===== src/rtl/hnft_pkg.sv =====
// Shared types and constants of the HDLC NRZI frame transmitter.
`default_nettype none

package hnft_pkg;

  // Configuration register indexes
  typedef enum logic [0:0] {
    CFG_FILLER_MODE     = 1'b0,
    CFG_INVERT_POLARITY = 1'b1
  } cfg_reg_e;

  // Command kinds handed from the front end to the bit engine
  typedef enum logic [1:0] {
    CMD_FLAG     = 2'd0,
    CMD_PREAMBLE = 2'd1,
    CMD_DATA     = 2'd2
  } cmd_kind_e;

  typedef struct packed {
    cmd_kind_e  kind;
    logic       open_flag;
    logic [7:0] data;
    logic       last;
    logic       corrupt;
  } cmd_t;

  localparam logic [7:0]  FlagByte     = 8'h7E;
  // 0x55 sent MSB first equals 0xAA sent LSB first
  localparam logic [7:0]  PreambleLsb  = 8'hAA;
  localparam logic [15:0] CrcPoly      = 16'h8408;
  localparam logic [15:0] CrcInit      = 16'hFFFF;
  localparam logic [2:0]  StuffLimit   = 3'd5;

endpackage

`default_nettype wire


===== src/rtl/hnft_if.sv =====
// Channel interfaces of the HDLC NRZI frame transmitter.
`default_nettype none

interface hnft_item_if;
  logic       valid;
  logic       ready;
  logic       action;
  logic [7:0] data_byte;
  logic       last_byte;
  logic       corrupt_fcs;

  modport source (output valid, action, data_byte, last_byte, corrupt_fcs, input ready);
  modport sink   (input valid, action, data_byte, last_byte, corrupt_fcs, output ready);
endinterface

interface hnft_bit_if;
  logic valid;
  logic ready;
  logic line_bit;
  logic end_of_run;

  modport source (output valid, line_bit, end_of_run, input ready);
  modport sink   (input valid, line_bit, end_of_run, output ready);
endinterface

interface hnft_cfg_if;
  logic       valid;
  logic       ready;
  logic [0:0] index;
  logic       data;

  modport source (output valid, index, data, input ready);
  modport sink   (input valid, index, data, output ready);
endinterface

`default_nettype wire


===== src/rtl/hdlc_nrzi_frame_transmitter.sv =====
// Top level of the HDLC NRZI frame transmitter with CRC-16/X.25 FCS.
//
//  channel | dir | payload                                      | handshake
//  --------+-----+----------------------------------------------+------------
//  item_i  | in  | action, data_byte[7:0], last_byte, corrupt_fcs | valid/ready
//  line_o  | out | line_bit, end_of_run                         | valid/ready
//  cfg_i   | in  | index[0:0], data                             | valid/ready
//
//  The bit engine sends one line bit per cycle while the line takes it: a filler
//  request sends one byte, a data byte its bits plus any stuffed zeros, an opening
//  flag goes before the first byte of a frame, and the FCS and closing flag follow
//  the last byte. The next request is taken as soon as the current one ends.
//  Reset clears frame state, the FCS register and the queue; no clearing pass.
//  A two-request queue lets the front end keep accepting while the line stalls;
//  a stalled line holds the output register and freezes the engine.
`default_nettype none

module hdlc_nrzi_frame_transmitter (
  input  wire logic  clk_i,
  input  wire logic  rst_ni,
  hnft_item_if.sink  item_i,
  hnft_bit_if.source line_o,
  hnft_cfg_if.sink   cfg_i
);
  import hnft_pkg::*;

  logic filler_mode_q;
  logic invert_polarity_q;

  logic push;
  logic full;
  logic pop;
  logic cmd_valid;
  cmd_t front_cmd;
  cmd_t queue_cmd;

  // configuration is always taken at once
  assign cfg_i.ready = 1'b1;

  always_ff @(posedge clk_i or negedge rst_ni) begin
    if (!rst_ni) begin
      filler_mode_q     <= 1'b0;
      invert_polarity_q <= 1'b0;
    end else if (cfg_i.valid) begin
      unique case (cfg_i.index)
        CFG_FILLER_MODE:     filler_mode_q     <= cfg_i.data;
        CFG_INVERT_POLARITY: invert_polarity_q <= cfg_i.data;
      endcase
    end
  end

  // classify requests and track whether a frame is open
  hnft_front u_front (
    .clk_i         (clk_i),
    .rst_ni        (rst_ni),
    .filler_mode_i (filler_mode_q),
    .item_i        (item_i),
    .full_i        (full),
    .push_o        (push),
    .cmd_o         (front_cmd)
  );

  // decouple request acceptance from line timing
  hnft_cmd_fifo u_queue (
    .clk_i   (clk_i),
    .rst_ni  (rst_ni),
    .push_i  (push),
    .cmd_i   (front_cmd),
    .full_o  (full),
    .pop_i   (pop),
    .valid_o (cmd_valid),
    .cmd_o   (queue_cmd)
  );

  // serialise: flags, stuffed bytes, FCS, preamble
  hnft_back u_back (
    .clk_i             (clk_i),
    .rst_ni            (rst_ni),
    .invert_polarity_i (invert_polarity_q),
    .cmd_valid_i       (cmd_valid),
    .cmd_i             (queue_cmd),
    .pop_o             (pop),
    .line_o            (line_o)
  );

endmodule

`default_nettype wire


===== src/rtl/hnft_front.sv =====
// Front end: accepts byte requests, tracks frame state and builds commands.
`default_nettype none

module hnft_front (
  input  wire logic          clk_i,
  input  wire logic          rst_ni,
  input  wire logic          filler_mode_i,
  hnft_item_if.sink          item_i,
  input  wire logic          full_i,
  output      logic          push_o,
  output      hnft_pkg::cmd_t cmd_o
);
  import hnft_pkg::*;

  logic in_frame_q, in_frame_d;

  assign item_i.ready = !full_i;
  assign push_o       = item_i.valid && !full_i;

  always_comb begin
    cmd_o.open_flag = 1'b0;
    cmd_o.data      = item_i.data_byte;
    cmd_o.last      = item_i.last_byte;
    cmd_o.corrupt   = item_i.corrupt_fcs;
    in_frame_d      = in_frame_q;
    if (item_i.action) begin
      cmd_o.kind      = CMD_DATA;
      cmd_o.open_flag = !in_frame_q;
      if (push_o) begin
        in_frame_d = !item_i.last_byte;
      end
    end else begin
      // filler abandons any open frame
      cmd_o.kind = filler_mode_i ? CMD_PREAMBLE : CMD_FLAG;
      if (push_o) begin
        in_frame_d = 1'b0;
      end
    end
  end

  always_ff @(posedge clk_i or negedge rst_ni) begin
    if (!rst_ni) begin
      in_frame_q <= 1'b0;
    end else begin
      in_frame_q <= in_frame_d;
    end
  end

endmodule

`default_nettype wire


===== src/rtl/hnft_cmd_fifo.sv =====
// Two-entry command queue between front end and bit engine.
`default_nettype none

module hnft_cmd_fifo (
  input  wire logic           clk_i,
  input  wire logic           rst_ni,
  input  wire logic           push_i,
  input  wire hnft_pkg::cmd_t cmd_i,
  output      logic           full_o,
  input  wire logic           pop_i,
  output      logic           valid_o,
  output      hnft_pkg::cmd_t cmd_o
);
  import hnft_pkg::*;

  cmd_t       mem_q [2];
  logic       wr_ptr_q, rd_ptr_q;
  logic [1:0] cnt_q, cnt_d;
  logic       do_pop;

  assign full_o  = cnt_q[1];
  assign valid_o = (cnt_q != 2'd0);
  assign cmd_o   = mem_q[rd_ptr_q];
  assign do_pop  = pop_i && valid_o;

  always_comb begin
    cnt_d = cnt_q;
    unique case ({push_i, do_pop})
      2'b10:   cnt_d = cnt_q + 2'd1;
      2'b01:   cnt_d = cnt_q - 2'd1;
      default: cnt_d = cnt_q;
    endcase
  end

  always_ff @(posedge clk_i or negedge rst_ni) begin
    if (!rst_ni) begin
      wr_ptr_q <= 1'b0;
      rd_ptr_q <= 1'b0;
      cnt_q    <= 2'd0;
    end else begin
      cnt_q <= cnt_d;
      if (push_i) begin
        wr_ptr_q <= !wr_ptr_q;
      end
      if (do_pop) begin
        rd_ptr_q <= !rd_ptr_q;
      end
    end
  end

  always_ff @(posedge clk_i) begin
    if (push_i) begin
      mem_q[wr_ptr_q] <= cmd_i;
    end
  end

endmodule

`default_nettype wire


===== src/rtl/hnft_back.sv =====
// Bit engine: serialises commands with stuffing, NRZI and FCS generation.
`default_nettype none

module hnft_back (
  input  wire logic           clk_i,
  input  wire logic           rst_ni,
  input  wire logic           invert_polarity_i,
  input  wire logic           cmd_valid_i,
  input  wire hnft_pkg::cmd_t cmd_i,
  output      logic           pop_o,
  hnft_bit_if.source          line_o
);
  import hnft_pkg::*;

  typedef enum logic [2:0] {
    SEG_FILL_FLAG,
    SEG_PRE,
    SEG_FLAG_OPEN,
    SEG_DATA,
    SEG_FCS_LO,
    SEG_FCS_HI,
    SEG_FLAG_CLOSE
  } seg_e;

  seg_e        seg_q, seg_d;
  logic        busy_q, busy_d;
  logic [7:0]  shift_q, shift_d;
  logic [2:0]  bit_cnt_q, bit_cnt_d;
  logic        stuff_q, stuff_d;
  logic [7:0]  data_q, data_d;
  logic        last_q, last_d;
  logic        corrupt_q, corrupt_d;
  logic        nrzi_q, nrzi_d;
  logic [2:0]  ones_q, ones_d;
  logic [15:0] crc_q, crc_d;
  logic        out_valid_q, out_valid_d;
  logic        out_bit_q, out_bit_d;
  logic        out_end_q, out_end_d;

  logic        emit_en;
  logic        cur;
  logic        lvl;
  logic [15:0] crc_step;
  logic [15:0] crc_fin;
  logic [15:0] fcs_new;
  logic [15:0] fcs_old;

  assign emit_en = busy_q && (!out_valid_q || line_o.ready);
  assign cur     = shift_q[0];
  assign lvl     = cur ? nrzi_q : !nrzi_q;
  assign crc_step = {1'b0, crc_q[15:1]} ^ ((crc_q[0] ^ cur) ? CrcPoly : 16'h0000);
  // a data byte that ends on a stuffed zero has already folded its last bit
  assign crc_fin  = stuff_q ? crc_q : crc_step;
  assign fcs_new  = corrupt_q ? crc_fin : ~crc_fin;
  assign fcs_old  = corrupt_q ? crc_q : ~crc_q;

  assign line_o.valid      = out_valid_q;
  assign line_o.line_bit   = out_bit_q;
  assign line_o.end_of_run = out_end_q;

  always_comb begin
    logic seg_done;
    logic run_done;
    seg_done    = 1'b0;
    run_done    = 1'b0;
    seg_d       = seg_q;
    busy_d      = busy_q;
    shift_d     = shift_q;
    bit_cnt_d   = bit_cnt_q;
    stuff_d     = stuff_q;
    data_d      = data_q;
    last_d      = last_q;
    corrupt_d   = corrupt_q;
    nrzi_d      = nrzi_q;
    ones_d      = ones_q;
    crc_d       = crc_q;
    out_valid_d = out_valid_q;
    out_bit_d   = out_bit_q;
    out_end_d   = out_end_q;
    pop_o       = 1'b0;

    if (out_valid_q && line_o.ready) begin
      out_valid_d = 1'b0;
    end

    if (emit_en) begin
      out_valid_d = 1'b1;
      if (stuff_q) begin
        // stuffed zero: always a transition
        nrzi_d    = !nrzi_q;
        out_bit_d = !nrzi_q;
        stuff_d   = 1'b0;
        ones_d    = 3'd0;
        seg_done  = (bit_cnt_q == 3'd0);
      end else begin
        shift_d   = {1'b0, shift_q[7:1]};
        bit_cnt_d = bit_cnt_q + 3'd1;
        unique case (seg_q)
          SEG_PRE: begin
            out_bit_d = cur ^ invert_polarity_i;
            seg_done  = (bit_cnt_q == 3'd7);
          end
          SEG_FILL_FLAG, SEG_FLAG_OPEN, SEG_FLAG_CLOSE: begin
            nrzi_d    = lvl;
            out_bit_d = lvl;
            seg_done  = (bit_cnt_q == 3'd7);
          end
          SEG_DATA, SEG_FCS_LO, SEG_FCS_HI: begin
            nrzi_d    = lvl;
            out_bit_d = lvl;
            if (seg_q == SEG_DATA) begin
              crc_d = crc_step;
            end
            if (cur) begin
              if ((ones_q + 3'd1) == StuffLimit) begin
                stuff_d = 1'b1;
                ones_d  = 3'd0;
              end else begin
                ones_d = ones_q + 3'd1;
              end
            end else begin
              ones_d = 3'd0;
            end
            seg_done = (bit_cnt_q == 3'd7) && !stuff_d;
          end
          default: begin
            seg_done = 1'b0;
          end
        endcase
      end

      if (seg_done) begin
        bit_cnt_d = 3'd0;
        unique case (seg_q)
          SEG_FLAG_OPEN: begin
            ones_d  = 3'd0;
            crc_d   = CrcInit;
            seg_d   = SEG_DATA;
            shift_d = data_q;
          end
          SEG_DATA: begin
            if (last_q) begin
              seg_d   = SEG_FCS_LO;
              shift_d = fcs_new[7:0];
            end else begin
              run_done = 1'b1;
            end
          end
          SEG_FCS_LO: begin
            seg_d   = SEG_FCS_HI;
            shift_d = fcs_old[15:8];
          end
          SEG_FCS_HI: begin
            seg_d   = SEG_FLAG_CLOSE;
            shift_d = FlagByte;
          end
          SEG_FLAG_CLOSE, SEG_FILL_FLAG: begin
            ones_d   = 3'd0;
            crc_d    = CrcInit;
            run_done = 1'b1;
          end
          SEG_PRE: begin
            crc_d    = CrcInit;
            run_done = 1'b1;
          end
          default: begin
            run_done = 1'b1;
          end
        endcase
      end
      out_end_d = run_done;
      if (run_done) begin
        busy_d = 1'b0;
      end
    end

    // take the next command as soon as the current one ends
    if ((!busy_q || run_done) && cmd_valid_i) begin
      pop_o     = 1'b1;
      busy_d    = 1'b1;
      bit_cnt_d = 3'd0;
      data_d    = cmd_i.data;
      last_d    = cmd_i.last;
      corrupt_d = cmd_i.corrupt;
      unique case (cmd_i.kind)
        CMD_PREAMBLE: begin
          seg_d   = SEG_PRE;
          shift_d = PreambleLsb;
        end
        CMD_FLAG: begin
          seg_d   = SEG_FILL_FLAG;
          shift_d = FlagByte;
        end
        default: begin
          if (cmd_i.open_flag) begin
            seg_d   = SEG_FLAG_OPEN;
            shift_d = FlagByte;
          end else begin
            seg_d   = SEG_DATA;
            shift_d = cmd_i.data;
          end
        end
      endcase
    end
  end

  always_ff @(posedge clk_i or negedge rst_ni) begin
    if (!rst_ni) begin
      seg_q       <= SEG_FILL_FLAG;
      busy_q      <= 1'b0;
      bit_cnt_q   <= 3'd0;
      stuff_q     <= 1'b0;
      nrzi_q      <= 1'b0;
      ones_q      <= 3'd0;
      crc_q       <= CrcInit;
      out_valid_q <= 1'b0;
      out_end_q   <= 1'b0;
    end else begin
      seg_q       <= seg_d;
      busy_q      <= busy_d;
      bit_cnt_q   <= bit_cnt_d;
      stuff_q     <= stuff_d;
      nrzi_q      <= nrzi_d;
      ones_q      <= ones_d;
      crc_q       <= crc_d;
      out_valid_q <= out_valid_d;
      out_end_q   <= out_end_d;
    end
  end

  always_ff @(posedge clk_i) begin
    shift_q   <= shift_d;
    data_q    <= data_d;
    last_q    <= last_d;
    corrupt_q <= corrupt_d;
    out_bit_q <= out_bit_d;
  end

  // the run counter clears before it can reach the stuffing limit
  a_ones_below_limit: assert property (@(posedge clk_i) disable iff (!rst_ni)
    ones_q < StuffLimit)
    else $error("ones run reached stuffing limit");

  // a pending stuffed zero belongs to a stuffed segment of a live command
  a_stuff_in_stuffed_seg: assert property (@(posedge clk_i) disable iff (!rst_ni)
    stuff_q |-> (busy_q && (seg_q == SEG_DATA || seg_q == SEG_FCS_LO || seg_q == SEG_FCS_HI)))
    else $error("stuffed zero pending outside a stuffed segment");

  // a pending stuffed zero goes out at the next emitted bit
  a_stuff_drains: assert property (@(posedge clk_i) disable iff (!rst_ni)
    (stuff_q && emit_en) |=> !stuff_q)
    else $error("stuffed zero not sent");

  // a stalled result holds its bit and its end marker
  a_result_holds: assert property (@(posedge clk_i) disable iff (!rst_ni)
    (out_valid_q && !line_o.ready) |=> (out_valid_q && $stable(out_bit_q) && $stable(out_end_q)))
    else $error("stalled result changed");

endmodule

`default_nettype wire

===== src/flat_wrapper.sv =====
// flat-port wrapper written by rule: the top's interface ports become plain ports
module hdlc_nrzi_frame_transmitter_flat import hnft_pkg::*;
  (clk_i, rst_ni, item_i_valid, item_i_action, item_i_data_byte, item_i_last_byte, item_i_corrupt_fcs, item_i_ready, line_o_valid, line_o_line_bit, line_o_end_of_run, line_o_ready, cfg_i_valid, cfg_i_index, cfg_i_data, cfg_i_ready);
  hnft_item_if item_i_i ();
  hnft_bit_if line_o_i ();
  hnft_cfg_if cfg_i_i ();
  input  wire logic clk_i;
  input  wire logic rst_ni;
  input wire logic [$bits(item_i_i.valid)-1:0] item_i_valid;
  input wire logic [$bits(item_i_i.action)-1:0] item_i_action;
  input wire logic [$bits(item_i_i.data_byte)-1:0] item_i_data_byte;
  input wire logic [$bits(item_i_i.last_byte)-1:0] item_i_last_byte;
  input wire logic [$bits(item_i_i.corrupt_fcs)-1:0] item_i_corrupt_fcs;
  output wire logic [$bits(item_i_i.ready)-1:0] item_i_ready;
  output wire logic [$bits(line_o_i.valid)-1:0] line_o_valid;
  output wire logic [$bits(line_o_i.line_bit)-1:0] line_o_line_bit;
  output wire logic [$bits(line_o_i.end_of_run)-1:0] line_o_end_of_run;
  input wire logic [$bits(line_o_i.ready)-1:0] line_o_ready;
  input wire logic [$bits(cfg_i_i.valid)-1:0] cfg_i_valid;
  input wire logic [$bits(cfg_i_i.index)-1:0] cfg_i_index;
  input wire logic [$bits(cfg_i_i.data)-1:0] cfg_i_data;
  output wire logic [$bits(cfg_i_i.ready)-1:0] cfg_i_ready;
  assign item_i_i.valid = item_i_valid;
  assign item_i_i.action = item_i_action;
  assign item_i_i.data_byte = item_i_data_byte;
  assign item_i_i.last_byte = item_i_last_byte;
  assign item_i_i.corrupt_fcs = item_i_corrupt_fcs;
  assign item_i_ready = item_i_i.ready;
  assign line_o_valid = line_o_i.valid;
  assign line_o_line_bit = line_o_i.line_bit;
  assign line_o_end_of_run = line_o_i.end_of_run;
  assign line_o_i.ready = line_o_ready;
  assign cfg_i_i.valid = cfg_i_valid;
  assign cfg_i_i.index = cfg_i_index;
  assign cfg_i_i.data = cfg_i_data;
  assign cfg_i_ready = cfg_i_i.ready;
  hdlc_nrzi_frame_transmitter u_core (.clk_i(clk_i), .rst_ni(rst_ni), .item_i(item_i_i), .line_o(line_o_i), .cfg_i(cfg_i_i));
endmodule

===== config.mk =====
export PLATFORM = sky130hd
export DESIGN_NAME = hdlc_nrzi_frame_transmitter_flat
export DESIGN_NICKNAME = d
export VERILOG_FILES = /design/src/rtl/hnft_pkg.sv /design/src/rtl/hnft_if.sv /design/src/rtl/hdlc_nrzi_frame_transmitter.sv /design/src/rtl/hnft_front.sv /design/src/rtl/hnft_cmd_fifo.sv /design/src/rtl/hnft_back.sv /design/src/flat_wrapper.sv
export SDC_FILE = /design/constraint.sdc
export NUM_CORES = 1
export LEC_CHECK = 0
export BUFFER_PORTS_ARGS = -buffer_cell sky130_fd_sc_hd__buf_4
export CAP_MARGIN = 0
export CORE_MARGIN = 3
export CORE_UTILIZATION = 50
export CTS_CLUSTER_DIAMETER = 80
export CTS_CLUSTER_SIZE = 12
export DETAILED_ROUTE_END_ITERATION = 10
export PLACE_DENSITY = 0.67
export SLEW_MARGIN = 15
export SYNTH_ARGS = -nofsm -noshare
export SYNTH_HDL_FRONTEND = slang
export SYNTH_SLANG_ARGS = --single-unit

===== constraint.sdc =====
create_clock -name clk_i -period 4.9 [get_ports clk_i]
set_input_delay 0.49 -clock clk_i [delete_from_list [all_inputs] [get_ports clk_i]]
set_output_delay 0.49 -clock clk_i [all_outputs]
set_load 0.05 [all_outputs]

# Word-level counts from Yosys, hierarchy flattened
# Memories as Yosys holds them, arrays and structs flattened.
# Cells that the tools add are included.
[totals]
regBits = 56
mem_bits_rw = 26
in_bits = 18
memories = 1
[classes]
addsub = 4
n_eq_ne = 13
muxes = 69
bitwise_logic = 6
reduce_logical = 41
[mem_list]
columns = ["memory", "words", "width", "read_ports", "rd_clocked_by_memory_dff", "wr", "line_no", "rtl"]
rows = [
  ["u_core.u_queue.mem_q", 2, 13, 1, 0, 1, "hnft_cmd_fifo.sv:16", "cmd_t mem_q [2];"],
]
[ops]
columns = ["cell", "count"]
rows = [
  ["$mux 16", 7],
  ["$mux 8", 8],
  ["$mux 3", 14],
  ["$pmux 8 s4", 1],
  ["$mux 1", 31],
  ["$not 16->16", 1],
  ["$pmux 8 s2", 1],
  ["$xor 15x16->16", 1],
  ["$eq 3x3->1 const B", 5],
  ["$reduce_bool 2->1", 7],
  ["$pmux 3 s4", 1],
  ["$reduce_and 2->1", 6],
  ["$logic_not 1->1", 9],
  ["$reduce_or 3->1", 3],
  ["$not 8->8", 1],
  ["$pmux 2 s2", 2],
  ["$add 3x1->3 const B", 2],
  ["$eq 3x2->1 const B", 2],
  ["$logic_and 1x1->1", 6],
  ["$logic_not 3->1", 2],
  ["$pmux 1 s2", 3],
  ["$reduce_or 6->1", 1],
  ["$reduce_bool 5->1", 1],
  ["$eq 2x1->1 const B", 2],
  ["other kinds (14)", 16],
]

# Logic depth before layout (Yosys ltp)
# Gate-level depths: netlist of the first run.
[logic_depth]
word_depth = 21
mapped_depth = 11
ltp_nobuf = 11

# By module
# From an unflattened synthesis of the first run, not the netlist that was laid out.
[hier_totals]
hier_cells = 376
hier_area_um2 = 4347.9
[by_module_without_submodules]
columns = ["module", "n_inst", "cells_per_inst", "area_each_um2", "seq_area_each_um2"]
rows = [
  ["hnft_back", 1, 294, 2965.3, 1341.3],
  ["hnft_cmd_fifo", 1, 56, 1126.1, 880.8],
  ["hnft_front", 1, 18, 158.9, 25.0],
  ["hdlc_nrzi_frame_transmitter", 1, 8, 97.6, 50.0],
]

# Worst setup path before layout of the first run
# OpenSTA, ideal clock, no wires.
[synth_timing]
kind = "reg2reg"
startpoint = "register u_core.u_back.ones_q[0]"
endpoint = "register u_core.u_back.shift_q[1], data pin"
setup_time_ns = 0.260
t_arrival_ns = 2.191
required_ns = 4.640
path_slack_ns = 2.448
path_stages_with_launch = 9
path_buffers = 1
synth_period_minus_slack_ns = 2.452
cell_sequence = "dfrtp_1 ha_1 xnor2_1 o311ai_1 a2111o_1 a21o_4 inv_4 buf_12 mux2_4"
[synth_via]
elab_chain_cells = 18
elab_cells_between_ends = 20
[synth_lines]
columns = ["item", "line_no", "rtl"]
rows = [
  ["start: declaration", "hnft_back.sv:34", "logic [2:0] ones_q, ones_d;"],
  ["start signal: assignment", "hnft_back.sv:224", "ones_q <= ones_d;"],
  ["$add 3x1->3 *", "hnft_back.sv:115", "if ((ones_q + 3'd1) == StuffLimit) begin"],
  ["$eq 3x3->1 *", "hnft_back.sv:115", ""],
  ["$mux 1 *", "hnft_back.sv:115", ""],
  ["$mux 1 *", "hnft_back.sv:114", "if (cur) begin"],
  ["$mux 1 *", "hnft_back.sv:98", "unique case (seg_q)"],
  ["$mux 1 *", "hnft_back.sv:88", "if (stuff_q) begin"],
  ["$mux 1 *", "hnft_back.sv:86", "if (emit_en) begin"],
  ["$logic_not 1->1 *", "hnft_back.sv:124", "seg_done = (bit_cnt_q == 3'd7) && !stuff_d;"],
  ["[... 2 more ...]", "-", ""],
  ["$mux 1 *", "hnft_back.sv:88", ""],
  ["$mux 1 *", "hnft_back.sv:86", ""],
  ["$mux 1", "hnft_back.sv:132", "if (seg_done) begin"],
  ["$mux 1 (2 in a row)", "hnft_back.sv:86", ""],
  ["$logic_or 1x1->1", "hnft_back.sv:178", "if ((!busy_q || run_done) && cmd_valid_i) begin"],
  ["$logic_and 1x1->1", "hnft_back.sv:178", ""],
  ["$mux 8 *", "hnft_back.sv:178", ""],
  ["net u_core.u_back.shift_d[1]", "hnft_back.sv:27", "logic [7:0] shift_q, shift_d;"],
  ["end signal: assignment", "hnft_back.sv:232", "shift_q <= shift_d;"],
  ["end: declaration", "hnft_back.sv:27", ""],
]
# Mark *: on every way through the listed nets, which the timed path passes. The rest lies on a longest branch. The select of a mux whose other input is x is not followed.
# A chain may end at the register's enable or synchronous reset.

# Final worst setup path of the first run
[layout_timing]
startpoint = "register u_core.u_back.ones_q[0]"
endpoint = "register u_core.u_back.shift_q[5], data pin"
# The elaborated chain is that of the path after synthesis.

==> results.yml, run 1 <==
status:
  status: "finished clean"
finish:
  n_antenna_cell: 0
  mostFrequentLayoutCell: "nand2_1"
  seqCellArea_um2: 2300
  nNetsFinal: 398
  most-common-layout-cells: "nand2_1 (48), edfxtp_1 (45), buf_4 (23), mux2i_1 (22), dfrtp_1 (21)"
  synthToLayoutAreaGrowth_pct: 9.13
  finalNonFillerCells: 481
  multiInputGateArea_um2: 1760
  nFillCells: 689
  layout-drive-gt1-share_pct: 20.6
power:
  internal_power_mw: 1.56
  ir_drop_v: 0.000342
  p_leak_nw: 1.77
  power_frac_comb_pct: 33.4
  power.density_nw_per_um2: 533
  p_clk_share_pct: 18.9
  power_switching_mw: 0.889
  switching_share_pct: 36.3
  power_frac_seq_pct: 47.7
sta:
  setup-violations-final: 0
  hold_slack_ns: 0.0764
  post-route-min-period_ns: 2.69
  drv_slew: 0
  slew-limit-headroom_pct: 27.5
  final-hold-violation-count: 0
  rsz0062_at_grt: "false"
  finClkSkew_ns: 0.0103
  worst_slew_pin_slew_ns: 1.08
  finalWorstSetupSlack_ns: 2.21
  finalCritPeriodShare_pct: 54.8
  max_freq_mhz: 372
  finalSetupTns_ns: 0
clock_network:
  cts.sinks: 82
  holdBufCountCts: 0
  clk_latency_ns: 0.36
  htreeDepth: 3
  postCtsSetupBuffers: 0
  cts_root_buf: "clkbuf_8"
  cts-resized-gates: 0
  clk_pin_slew_ns: 0.09
  cts_buffers: 9
  cts.path.max_buffers: 2
  cts_tree: "built"
synthesis:
  synth_seq_area_share_pct: 54.6
  synth-edff-count: 45
  async_reset_ff_share_pct: 45.1
  avgSynthCellArea_um2: 11.7
  syn_area_um2: 4210
  synth_cells: 359
  synth_fp_nets: 383
  ys_ff_latch: 82
  ys_warn_count: 0
  ys_types: 61
  synth_top_flop_cell: "edfxtp_1"
min_path:
  hold_class: "input pin to asynchronous set/reset pin"
die:
  die_y_um: 97.8
  core-area_um2: 7930
  die_area_um2: 9560
  io_pins: 23
  start_util_pct: 53.1
  chipWidth_um: 97.8
  row_count: 32
placement:
  place_congestion: 0.884
  portBuffers: 21
  place_inst: 465
  pre_cts_slack_ns: 2.24
  hpwl_mm: 5.54
drt:
  antenna_left: 0
  drc: 0
  wl_per_cell_um: 16.3
  drtIter0Drc: 116
  vias: 2686
  wl_mm: 7.82
  vias_per_cell: 5.58
  first_pass_iters: 4
grt:
  grtUsageTotal_pct: 17.7
  antenna_found_initial: 0
  grt_max_degree: 38
  first_global_vias: 2755
  grt_overflow: 0
  grt_first_pass_wirelength_mm: 13.6
setup_path:
  critPathKind: "flop to flop"
  rr_worst_depth: 7
  cp-end-kind: "flop"
  path_max_fanout: 20
  worstPathRequired_ns: 5.01
  start_kind: "flop"
  cp.arrival_ns: 2.80
job:
  maxCapViolations: 0
critical path: stages (launching register included):
cell	delay (ns)
dfrtp_1	0.40
ha_1	0.27
xnor2_1	0.28
o311ai_1	0.18
a2111o_1	0.49
a21o_4	0.27
inv_4	0.23
mux2_4	0.33
worst paths after layout:
path	from	end	slack [ns]
worst min-delay path	rst_ni	u_core.u_back.nrzi_q	0.08
worst max-delay path	u_core.u_back.ones_q[0]	u_core.u_back.shift_q[5]	2.21
worst max register to register	u_core.u_back.ones_q[0]	u_core.u_back.shift_q[5]	2.21
min in group clk_i	item_i_data_byte[3]	u_core.u_queue.mem_q[1][5]	0.30
max in group asynchronous	rst_ni	u_core.u_back.crc_q[10]	4.48
worst min register to register	u_core.u_queue.wr_ptr_q	u_core.u_queue.wr_ptr_q	0.50
sequential cells by signal (all words and copies together) (netlist names), 2 cells and up:
register / cells
u_core.u_back.crc_q: 16
u_core.u_back.shift_q: 8
u_core.u_back.seg_q: 3
u_core.u_back.data_q: 8
u_core.u_queue.mem_q: 26
u_core.u_queue.cnt_q: 2
u_core.u_back.bit_cnt_q: 3
u_core.u_back.ones_q: 3
synth_stat cells (all sizes together) (6+ instances only):
cell type / count / area share [%]
nor2: 10 / 0.89
xnor2: 20 / 4.2
o22ai: 7 / 1.0
mux2i: 22 / 5.2
o22a: 6 / 1.2
inv: 13 / 1.2
nand2b: 9 / 1.3
nand2: 48 / 4.3
dfstp: 16 / 10
ha: 6 / 1.8
buf: 9 / 1.5
xor2: 8 / 1.7
o21ai: 7 / 0.83
edfxtp: 45 / 32
o21a: 8 / 1.4
clkbuf: 10 / 0.89
nor2b: 6 / 0.89
a221oi: 6 / 1.2
mux2: 16 / 4.5
dfrtp: 21 / 12
nand3: 16 / 1.9
stage by stage:
step | util (%) | cell area [um^2] | power, mW
2_1_floorplan | - | 4210 | 1.80
3_3_place_gp | 55.6 | 4410 | 1.98
3_5_place_dp | 55.6 | 4410 | 2.00
4_1_cts | 57.9 | 4590 | 2.47
5_1_grt | 57.9 | 4590 | 2.63
6_report | 57.9 | 4590 | 2.45
cells by family after synthesis:
logic type	synth area share (%)
AO/OA/AOI/OAI	12.2
multiplexers	9.69
adder cells (fa/ha/maj)	1.78
other	0.0891
buffers and inverters	3.57
AND/OR/NAND/NOR	11.7
XOR/XNOR	6.36
flip-flops	54.6
area by class of cell:
cell class                 instances  area share (%)
clock buffer                       9            2.70
clock inverter                     7            1.28
inverter                          13            1.12
multi-input combinational        245            38.4
sequential                        82            50.0
tap                              102            2.78
timing repair buffer              23            3.76
metal layers:
metal	GRT usage [%]	vias to the layer above	wire length (um)
li1	-	1334	-
met1	24.2	1298	3790
met2	27.2	43	3630
met3	4.93	11	292
met4	6.07	0	115
met5	0	-	0
power groups by stage:
stage / Combinational (mW) / Clock, mW / Sequential, mW
after floorplan: 0.685 / 0 / 1.12
after global placement: 0.805 / 0 / 1.17
after detailed placement: 0.820 / 0 / 1.18
after CTS: 0.828 / 0.476 / 1.17
after global routing: 0.921 / 0.510 / 1.20
final: 0.818 / 0.463 / 1.17
No activity file was read; power rests on OpenSTA's default activity.
==> run 2: changes to the inputs <==
ABC_AREA = 1   (was unset)
clock period = 2.7 ns   (was 4.9 ns; I/O delays follow)
==> run 2 against run 1 <==
  * Fmax up 13%
  * Die area increased by 2.8%
  * Core utilization fell by 0.15 points
  * Clock skew rose by 0.0033 ns
  * Routed wire length grew 12%
  * First-iteration DRC count increased by 43%
  * Clock power increased by 81%
  * Cell area increased by 4.4%
  * Non-clock buffer count increased by 9
  * Synthesized cell count is 40% higher
  * Largest power group unchanged
==> results.yml, run 2 <==
synthesis:
  synth_seq_area_share_pct: 53.0
  synth_cells: 503
  synth.top_cells.by_count: "nand2_1 (171), inv_1 (58), edfxtp_1 (45), nand3_1 (43), o21ai_0 (24)"
  synthTopCellsByArea: "edfxtp_1 (31%), nand2_1 (15%), dfrtp_1 (12%), dfstp_2 (9.7%), inv_1 (5.0%)"
  ys_types: 42
  synth_area_leader_cell: "edfxtp_1"
  synth_top_flop_cell: "edfxtp_1"
  avgSynthCellArea_um2: 8.62
  synth_fp_nets: 527
  synth-edff-count: 45
  synth_top_area_share_pct: 31.2
  yosysMostFrequentCell: "nand2_1"
  async_reset_ff_share_pct: 45.1
  ys_warn_count: 0
  syn_area_um2: 4340
  ys_ff_latch: 82
clock_network:
  cts_buffers: 9
  cts.path.max_buffers: 2
  cts_tree: "built"
  postCtsSetupBuffers: 0
  cts_root_buf: "clkbuf_8"
  htreeDepth: 3
  clk_pin_slew_ns: 0.10
  clk_latency_ns: 0.36
  cts.sinks: 82
drt:
  drtIter0Drc: 166
  wl_per_cell_um: 13.8
  first_pass_iters: 5
  vias: 3344
  vias_per_cell: 5.24
  wl_mm: 8.79
  drc: 0
  antenna_left: 0
min_path:
  min_to: "u_core.u_queue.mem_q[0][2]"
  hold_depth: 1
  min_from: "item_i_data_byte[0]"
  hold_class: "input pin to flop"
grt:
  grt_overflow: 0
  grt_max_degree: 38
  grtUsageTotal_pct: 19.4
  grt_first_pass_wirelength_mm: 15.3
  antenna_found_initial: 0
  first_global_vias: 3301
job:
  maxCapViolations: 0
finish:
  synthToLayoutAreaGrowth_pct: 10.6
  layout-drive-gt1-share_pct: 15.6
  n_antenna_cell: 0
  fin_area_um2: 4800
  nNetsFinal: 552
  multiInputGateArea_um2: 1720
  seqCellArea_um2: 2300
  nFillCells: 746
  largest_reg_flops: 26
  mostFrequentLayoutCell: "nand2_1"
  most-common-layout-cells: "nand2_1 (171), inv_1 (57), edfxtp_1 (45), nand3_1 (43), buf_4 (31)"
  top_register: "u_core.u_queue.mem_q"
  top_regs: "u_core.u_queue.mem_q x26, u_core.u_back.crc_q x16"
placement:
  hpwl_mm: 6.38
  pre_cts_slack_ns: 0.299
  place_congestion: 0.865
  portBuffers: 21
  placed_area_um2: 4590
sta:
  max_freq_mhz: 422
  finalSetupTns_ns: 0
  worst_slew_pin_slew_ns: 0.722
  drv_slew: 0
  finClkSkew_ns: 0.0135
  final-hold-violation-count: 0
  hold_slack_ns: 0.0904
  setup-violations-final: 0
  finalCritPeriodShare_pct: 87.7
  finalWorstSetupSlack_ns: 0.332
  slew-limit-headroom_pct: 51.7
  post-route-min-period_ns: 2.37
  rsz0062_at_grt: "false"
die:
  io_pins: 23
  chipWidth_um: 99.1
  start_util_pct: 52.3
  core-area_um2: 8300
  die_area_um2: 9830
  die_y_um: 99.1
  row_count: 33
power:
  power.density_nw_per_um2: 1010
  ir_drop_v: 0.000551
  p_leak_nw: 2.22
status:
  status: "finished clean"
setup_path:
  rr_worst_depth: 14
  cp-end-kind: "flop"
  rr_startpoint: "u_core.u_back.seg_q[1]"
  worstPathRequired_ns: 2.94
  critPathKind: "flop to flop"
  r2r_slack_ns: 0.33
  cp.arrival_ns: 2.61
  path_max_fanout: 21
  worstReg2RegEnd: "u_core.u_queue.cnt_q[1]"
  start_kind: "flop"
[run 2: cell count changes after synthesis, moves of 8 or more]
cell,previous run,this run
nand2b_1,9,0
mux2_2,14,1
xnor2_1,20,3
inv_1,12,58
o21ai_0,7,24
nor2_1,10,21
o21a_1,8,0
mux2i_1,22,3
nand3_1,16,43
nand2_1,48,171
[run 2: stage by stage]
step	total power [mW]	util, %	instances
after floorplan	3.54	-	503
final	4.84	57.8	638
after CTS	4.86	57.7	638
after global placement	3.95	55.4	621
after global routing	5.26	57.8	638
after detailed placement	4.01	55.4	621
[run 2: worst max-delay path, cell delays in order, from the launching register on]
cell and delay, ns:
dfrtp_1 0.46, inv_1 0.12, nand2_1 0.14, nand2_4 0.18
nor2_2 0.06, nor2_1 0.08, nor2_1 0.05, nand2_2 0.09
nand2_4 0.07, nand2_4 0.22, inv_1 0.08, ha_1 0.32
a21oi_1 0.11, o21ai_0 0.11, xor2_1 0.16
[run 2: cell families (layout without fill, tap and decap cells)]
| kind of cell | Yosys count | in the layout | share of synthesized area (%) |
|---|---|---|---|
| XOR/XNOR | 9 | 9 | 1.82 |
| adder cells (fa/ha/maj) | 6 | 6 | 1.73 |
| AND/OR/NAND/NOR | 260 | 260 | 25.9 |
| flip-flops | 82 | 82 | 53.0 |
| other | 1 | 1 | 0.0865 |
| AO/OA/AOI/OAI | 64 | 64 | 8.94 |
| multiplexers | 4 | 4 | 0.952 |
| buffers and inverters | 77 | 107 | 7.56 |
[run 2: power by group]
group | switching, mW | internal (mW)
Clock | 0.489 | 0.351
Combinational | 1.16 | 0.663
Sequential | 0.315 | 1.85
[run 2: area by class of cell]
type                       count  share of cell area, %
inverter                      59                   4.70
clock inverter                 7                   1.23
multi-input combinational    344                   35.8
clock buffer                   9                   2.58
timing repair buffer          32                   5.06
tap                          105                   2.74
sequential                    82                   47.9
[run 2: per-layer routing]
layer / up-vias / GRT usage (%) / part of all wire, %
li1: 1709 / - / -
met1: 1535 / 25.5 / 45
met2: 87 / 31.3 / 49
met4: 0 / 7.67 / 1.6
met5: - / 0 / 0
met3: 13 / 4.56 / 4.4
[run 2: worst max-delay path by stage]
stage / from / to / slack, ns / depth (start not counted)
6_report: u_core.u_back.seg_q[1] / u_core.u_queue.cnt_q[1] / 0.33 / 14
5_1_grt: u_core.u_back.seg_q[1] / u_core.u_queue.cnt_q[1] / 0.05 / 14
4_1_cts: u_core.u_back.seg_q[1] / u_core.u_back.shift_q[3] / 0.29 / 12
3_5_place_dp: u_core.u_back.seg_q[2] / u_core.u_queue.cnt_q[1] / 0.30 / 14
3_3_place_gp: u_core.u_back.seg_q[2] / u_core.u_queue.cnt_q[1] / 0.38 / 14
2_1_floorplan: u_core.u_back.seg_q[0] / u_core.u_queue.cnt_q[1] / 0.48 / 15
[run 2: what timing repair did]
item                                    CTS  global route
hold buffers                              1             0
resized for setup                         0             2
hold endpoints to repair                 21             0
endpoints found under the setup margin    0             1
